===== src/rtl/lavm_pkg.sv =====
`default_nettype none
// ----------------------------------------------------------------------------
// lavm_pkg: shared types for the look-at view matrix block
// Beat layouts of the input and result channels and the normalizer status.
// ----------------------------------------------------------------------------
package lavm_pkg;

  typedef struct packed {
    logic              mode;
    logic signed [31:0] vec_x;
    logic signed [31:0] vec_y;
    logic signed [31:0] vec_z;
  } in_beat_t;

  typedef struct packed {
    logic [1:0]         row;
    logic signed [31:0] col_0;
    logic signed [31:0] col_1;
    logic signed [31:0] col_2;
    logic signed [31:0] col_3;
    logic               degenerate;
    logic               last;
  } out_beat_t;

  // Mode codes of an input beat
  localparam logic MODE_SET_POS = 1'b0;
  localparam logic MODE_AIM     = 1'b1;

  typedef struct packed {
    logic done;  // one-cycle pulse when a normalization ends
    logic ok;    // vector was nonzero, result is valid
  } norm_st_t;

endpackage : lavm_pkg
`default_nettype wire


===== src/rtl/lavm_norm.sv =====
`default_nettype none
// ----------------------------------------------------------------------------
// lavm_norm: sequential 3-vector normalizer
// Scales the vector one bit a cycle, sums squares on one multiplier, takes a
// bit-pair integer square root and divides each component bit-serially.
// ----------------------------------------------------------------------------
module lavm_norm #(
  parameter int FRAC_BITS = 16
) (
  input  wire logic                 clk,
  input  wire logic                 rst_n,
  input  wire logic                 start,
  input  wire logic [2:0][33:0]     vec_in,
  output logic      [2:0][31:0]     res_out,
  output lavm_pkg::norm_st_t        st
);

  localparam int QW = FRAC_BITS + 3;
  localparam int NW = FRAC_BITS + 33;
  localparam int CW = $clog2(QW + 1);

  typedef enum logic [2:0] {N_IDLE, N_SHIFT, N_SQ, N_SQRT, N_DINIT, N_DIV} nstate_t;

  nstate_t           state_r;
  logic [2:0][32:0]  mag_r;
  logic [2:0]        neg_r;
  logic [32:0]       m_r;
  logic [63:0]       sq_r;
  logic [63:0]       s_r;
  logic [63:0]       rt_r;
  logic [63:0]       bit_r;
  logic [1:0]        idx_r;
  logic [CW-1:0]     cnt_r;
  logic [31:0]       rem_r;
  logic [QW-1:0]     lo_r;
  logic [QW-1:0]     q_r;
  logic [2:0][31:0]  res_r;
  lavm_pkg::norm_st_t st_r;

  logic [2:0][32:0]  abs_in;
  logic [32:0]       max_in;
  logic [63:0]       sqrt_try;
  logic [NW-1:0]     num;
  logic [32:0]       div_try;
  logic              div_ge;
  logic [QW-1:0]     q_nxt;

  always_comb begin
    for (int i = 0; i < 3; i++) begin
      abs_in[i] = vec_in[i][33] ? 33'(-vec_in[i]) : vec_in[i][32:0];
    end
    max_in = abs_in[0];
    if (abs_in[1] > max_in) max_in = abs_in[1];
    if (abs_in[2] > max_in) max_in = abs_in[2];
  end

  assign sqrt_try = rt_r + bit_r;
  assign num      = (NW'(mag_r[idx_r]) << FRAC_BITS) + NW'(rt_r[31:1]);
  assign div_try  = {rem_r, lo_r[QW-1]};
  assign div_ge   = div_try >= {1'b0, rt_r[31:0]};
  assign q_nxt    = {q_r[QW-2:0], div_ge};

  always_ff @(posedge clk) begin
    if (!rst_n) begin
      state_r <= N_IDLE;
      st_r    <= '0;
    end else begin
      st_r.done <= 1'b0;
      case (state_r)
        N_IDLE: begin
          if (start) begin
            mag_r <= abs_in;
            for (int i = 0; i < 3; i++) neg_r[i] <= vec_in[i][33];
            m_r <= max_in;
            if (max_in == '0) begin
              st_r <= '{done: 1'b1, ok: 1'b0};
            end else begin
              state_r <= N_SHIFT;
            end
          end
        end
        N_SHIFT: begin
          if (m_r < 33'(64'd1 << 30)) begin
            for (int i = 0; i < 3; i++) mag_r[i] <= mag_r[i] << 1;
            m_r <= m_r << 1;
          end else if (m_r > 33'(64'd1 << 31)) begin
            for (int i = 0; i < 3; i++) mag_r[i] <= mag_r[i] >> 1;
            m_r <= m_r >> 1;
          end else begin
            state_r <= N_SQ;
            idx_r   <= '0;
            s_r     <= '0;
          end
        end
        N_SQ: begin
          // multiply one component while the previous square is added
          if (idx_r != 2'd0) s_r <= s_r + sq_r;
          if (idx_r != 2'd3) begin
            sq_r  <= 64'(mag_r[idx_r][31:0]) * 64'(mag_r[idx_r][31:0]);
            idx_r <= idx_r + 2'd1;
          end else begin
            state_r <= N_SQRT;
            rt_r    <= '0;
            bit_r   <= 64'd1 << 62;
          end
        end
        N_SQRT: begin
          if (s_r >= sqrt_try) begin
            s_r  <= s_r - sqrt_try;
            rt_r <= (rt_r >> 1) + bit_r;
          end else begin
            rt_r <= rt_r >> 1;
          end
          bit_r <= bit_r >> 2;
          if (bit_r == 64'd1) begin
            state_r <= N_DINIT;
            idx_r   <= '0;
          end
        end
        N_DINIT: begin
          rem_r   <= 32'(num >> QW);
          lo_r    <= num[QW-1:0];
          q_r     <= '0;
          cnt_r   <= '0;
          state_r <= N_DIV;
        end
        N_DIV: begin
          rem_r <= div_ge ? 32'(div_try - {1'b0, rt_r[31:0]}) : div_try[31:0];
          lo_r  <= lo_r << 1;
          q_r   <= q_nxt;
          cnt_r <= cnt_r + 1'b1;
          if (cnt_r == CW'(QW - 1)) begin
            res_r[idx_r] <= neg_r[idx_r] ? -32'(q_nxt) : 32'(q_nxt);
            if (idx_r == 2'd2) begin
              st_r    <= '{done: 1'b1, ok: 1'b1};
              state_r <= N_IDLE;
            end else begin
              idx_r   <= idx_r + 2'd1;
              state_r <= N_DINIT;
            end
          end
        end
        default: state_r <= N_IDLE;
      endcase
    end
  end

  assign res_out = res_r;
  assign st      = st_r;

endmodule : lavm_norm
`default_nettype wire


===== config.mk =====
export PLATFORM = sky130hd
export DESIGN_NAME = lavm_norm
export DESIGN_NICKNAME = d
export VERILOG_FILES = /design/src/rtl/lavm_pkg.sv /design/src/rtl/lavm_norm.sv
export SDC_FILE = /design/constraint.sdc
export NUM_CORES = 2
export LEC_CHECK = 0
export BUFFER_PORTS_ARGS = -buffer_cell sky130_fd_sc_hd__buf_4
export CORE_UTILIZATION = 70
export DETAILED_ROUTE_END_ITERATION = 8
export PLACE_DENSITY = 0.9
export SYNTH_ARGS = -nofsm -noshare
export SYNTH_HDL_FRONTEND = slang
export SYNTH_SLANG_ARGS = --single-unit

===== constraint.sdc =====
create_clock -name clk -period 37.7 [get_ports clk]
set_input_delay 1.885 -clock clk [delete_from_list [all_inputs] [get_ports clk]]
set_output_delay 1.885 -clock clk [all_outputs]
set_load 0.01 [all_outputs]

---- Yosys cells after proc, flatten, opt, wreduce, memory -nomap -nowiden ----
Cells that the tools add are included.
storage, ports and cells
  output and inout bits ................... 98
  flip-flop bits (word level) ............. 568
  bits of input ports ..................... 105
operators by class
  order comparisons ....................... 8
  $add $sub $neg .......................... 12
  $mul .................................... 1
  eq/ne operators ......................... 23
  reductions and logical operators ........ 20
  mux-type cells .......................... 57
operators with widths
  cell                   number
  $mux W64               7
  $mux W33               9
  $mux W99               3
  $pmux W64 S2           2
  $pmux W99 S2           1
  $pmux W64 S3           1
  $add A64 B64 Y64       2
  $neg A33 Y33           3
  $bwmux W96             1
  $mux W32               3
  $bmux W33 S2           1
  $gt A33 B33 Y1         2
  $pmux W33 S2           1
  $add A63 B64 Y64       1
  $demux W32 S2          1
  $eq A64 B1 Y1 const B  1
  $ge A64 B64 Y1         1
  $mul A32 B32 Y64       1
  $pmux W32 S2           1
  $sub A64 B64 Y64       1
  $add A49 B31 Y49       1
  $pmux W19 S2           1
  $pmux W18 S2           1
  $ge A33 B32 Y1         1
  other kinds (36)       74

---- Depth between registers and ports, before layout ----
  depth in word-level cells ............... 10
  gate-level depth with buffers ........... 41

---- Worst setup path before layout ----
OpenSTA, ideal clock, no wires.
  kind .................................... reg2reg
  from .................................... register rt_r[2]
  to ...................................... register s_r[0], enable pin
  data required time ...................... 36.872 ns
  data arrival time ....................... 14.838 ns
  path buffers ............................ 2
  cell stages (with the launch flop) ...... 29
  clock period less this slack ............ 15.667 ns
  slack ................................... 22.033 ns
  path through ............................ edfxtp_1 -> ha_1 -> a31oi_1 -> a211oi_1 -> a21o_1 -> a31oi_1 -> o21ai_0 -> a21o_1 -> a21oi_1 -> a31oi_1 -> a211o_1 -> a41oi_1 -> o21ai_0 -> xnor2_1 -> ha_1 -> clkbuf_1 -> a21o_1 -> a21oi_1 -> nor2b_1 -> o21ai_0 -> nand2b_1 -> a21oi_1 -> nor2b_1 -> o21ai_0 -> nand2b_1 -> a31o_2 -> clkbuf_1 -> nor2_1 -> a2111oi_0
between the ends
  cells in the longest elaborated chain, start to end .. 4
RTL lines
  item                         RTL line          text
  from (decl)                  lavm_norm.sv:30   logic [63:0] rt_r;
  from (signal assigned)       lavm_norm.sv:110  rt_r <= (rt_r >> 1) + bit_r;
  from (signal assigned)       lavm_norm.sv:112  rt_r <= rt_r >> 1;
  $add A64 B64 Y64             lavm_norm.sv:57   assign sqrt_try = rt_r + bit_r;
  $ge A64 B64 Y1               lavm_norm.sv:108  if (s_r >= sqrt_try) begin
  $ne A2 B2 Y1 (no line)       -
  $reduce_and A6 Y1 (no line)  -
  to (signal assigned)         lavm_norm.sv:97   if (idx_r != 2'd0) s_r <= s_r + sq_r;
  to (signal assigned)         lavm_norm.sv:109  s_r <= s_r - sqrt_try;
  to (decl)                    lavm_norm.sv:29   logic [63:0] s_r;
Every way passes these cells.
A chain may end at the register's enable or synchronous reset.

---- Worst setup path after layout ----
  from .................................... register idx_r[0]
  to ...................................... register sq_r[62] (data pin)
between the ends
  cells in the longest elaborated chain, start to end .. 3
RTL lines
  item                            RTL line          text
  from (decl)                     lavm_norm.sv:32   logic [1:0] idx_r;
  from (signal assigned)          lavm_norm.sv:100  idx_r <= idx_r + 2'd1;
  from (signal assigned)          lavm_norm.sv:138  idx_r <= idx_r + 2'd1;
  $bmux W33 S2                    lavm_norm.sv:99   sq_r <= 64'(mag_r[idx_r][31:0]) * 64'(mag_r[idx_r][31:0]);
  $mux W33 (implied by the code)  lavm_norm.sv:99
  $mul A32 B32 Y64                lavm_norm.sv:99
  to (signal assigned)            lavm_norm.sv:99
  to (decl)                       lavm_norm.sv:28   logic [63:0] sq_r;
Every way passes these cells. The select of a mux whose other input is x is not followed.

==> flow_metrics.tcl <==
set metrics [dict create \
    status "complete, no violations" \
    met3_usage 0.119 \
    ys.flop_type "edfxtp_1" \
    critical_path_arrival_ns 12.50 \
    start_util 0.705 \
    cts_root_buffer "clkbuf_16" \
    cts_htree_levels 3 \
    rsz0062_at_grt "false" \
    synth_edf_count 530 \
    rows 114 \
    worst-path-max-fanout 38 \
    maxSlewHeadroom 0.175 \
    synthesis.nets 8915 \
    port_buffers 202 \
    period_needed_ns 12.10 \
    grt_pass1_wl_mm 336 \
    reg2reg_from "idx_r[0]" \
    hold_viol_final 0 \
    drt_iter0_drc 6659 \
    synthArstFlopShare 0 \
    maxCapViolCount 0 \
    max_stage_delay_ns 0.88 \
    yosysMostFrequentCell "inv_1" \
    clock_skew_ns 0.0374 \
    antenna_found_initial 8 \
    fmax_ghz 0.0826 \
    grt_use_met1 0.539 \
    wl_mm 220 \
    core_um2 96600 \
    fp.dieH_um 314 \
    hp-start "st[0]" \
    yosysTopAreaCellShare 0.238 \
    required_ns 38.10 \
    setup_violations 0 \
    wl_per_cell_um 24.9 \
    tns_ns 0 \
    gr-usage-met2 0.708 \
    timing.hold.ws_ns 0.478 \
    busiest_layer "met2" \
    place_hpwl_mm 167 \
    yosys.area.top_type "fa_1" \
    cts_sinks 535 \
    end_kind "register" \
    grt_start_max_net_pins 106 \
    synthToLayoutAreaGrowth_pct 7.17 \
    ys_warn_count 0 \
    avgViaCountPerCell 6.55 \
    postRouteAntennaNets 0 \
    place_congestion 1.01 \
    path_clk_slew_ns 0.07 \
    synth-seq-area-share 0.235 \
    period_share 0.321 \
    drive_above_1_share 0.0647 \
    grt_util_all_layers 0.449 \
    synthCells 7423 \
    post_cts_buffers 0 \
    fin_nets 8982 \
    finalWorstSetupSlack_ns 25.60 \
    holdCritPathClass "reg -> reg" \
    overflow 0 \
    dr.pass1.iters 8 \
    ios 203 \
    synth-seq-cells 535 \
    grt_pass1_vias 59346 \
    r2r-end "sq_r[62]" \
    critical-path-slowest-cell "a21o_1" \
    critPathKind "reg -> reg" \
    clock_latency_ns 0.68 \
    pre_cts_ws_ns 25.78 \
    holdPathStages 2 \
    drc 0 \
    die-area_um2 98600 \
    cts_resized 0 \
    synth_area_leaders "fa_1 24%, edfxtp_1 23%, ha_1 11%" \
    cts_buffers 66 \
    cts_buffer_depth 3 \
    vias 57820 \
    die_w_um 314 \
    synth_commonest_cells "1095 x inv_1, 810 x fa_1, 767 x nand2_1" \
    cts_hold_buf 0 \
    cts_tree "built" \
    reg2reg_depth 35 \
    syn-cell-area_um2 68100 \
    start_kind "register" \
    worst_pin_slew_ns 1.24 \
    synth_cell_types 93 \
    syn_avg_cell_area_um2 9.18 \
    reg2reg_slack_ns 25.60 \
    holdPathEnd "st[0]" \
    final_max_slew_viol_count 0 \
]
[metrics by stage]
step                utilization  instance area [µm²]  cells
detailed placement        0.734                70900   8698
floorplan                     -                68100   7423
finish                    0.756                73000   8822
global placement          0.734                70900   8698
global route              0.756                73000   8819
CTS                       0.756                73000   8819
[layer usage]
metal	routed length (µm)	share of wire
met4	18000	0.082
met2	99300	0.45
met3	25900	0.12
met5	138	0.00063
met1	76200	0.35
[state kept, by name (all words and copies together), names as in the netlist, 32 cells and up]
name	count
mag_r	99
m_r	33
sq_r	63
rem_r	32
rt_r	64
s_r	64
res_out	96
bit_r	32
[critical path: cells and delay by family, from the launching register on]
kind / cells / cell delay (ns)
adder cells (fa/ha/maj): 9 / 4.36
AO/OA/AOI/OAI: 7 / 3.23
buffers and inverters: 11 / 2.30
AND/OR/NAND/NOR: 7 / 1.43
flip-flops: 1 / 0.32
XOR/XNOR: 1 / 0.13
[area by class of cell]
type                    instances  area [µm²]
multi-input cells            5500       47000
fillers                      6463       23600
flip-flops and latches        535       16000
inverters                    1106        4150
repair buffers                281        2110
clock buffers                  81        1710
well taps                    1276        1600
clock inverters                40         393
diodes                          3        7.51
[worst max path at each step]
stage | depth (start not counted) | start | slack (ns) | to
3_5_place_dp | 32 | vec_in[12] | 25.78 | st[1]
3_3_place_gp | 32 | vec_in[12] | 25.88 | st[1]
6_report | 35 | idx_r[0] | 25.60 | sq_r[62]
2_1_floorplan | 28 | rt_r[2] | 22.03 | s_r[0]
5_1_grt | 33 | idx_r[0] | 25.44 | sq_r[62]
4_1_cts | 35 | idx_r[0] | 26.05 | sq_r[62]
[layout by cell type, fill, tap and decap left out, types with 36 or more instances in the layout]
cell type  netlist  final
o21ai_0        247    247
nand4_1         64     64
buf_4            3    281
nand2_1        767    766
or3_1           45     44
a21o_1         187    187
xor2_1         169    169
and3_1          60     58
a21oi_1        389    371
nand2b_1        42     42
xnor2_1        294    294
a211oi_1        72     72
edfxtp_1       530    530
a31oi_1        175    174
inv_1         1095   1094
fa_1           810    810
o21bai_1        54     54
o21a_1          36     36
nand3_1        108    107
nor2b_1         44     44
ha_1           577    577
o22ai_1         56     56
mux2i_1         42     42
clkbuf_16        0     66
nor3_1         104     99
and2_1          62     61
o31ai_1         73     73
nor2_1         718    716
[kinds of logic after synthesis]
group	synth area share
compound gates	0.137
xor+xnor	0.0595
buf+inv	0.0770
simple gates	0.141
flops	0.235
fa+ha+maj	0.344
mux	0.00650
Power is not shown: default switching activity piles up to over one toggle a cycle in this logic, so the estimate is an artifact.
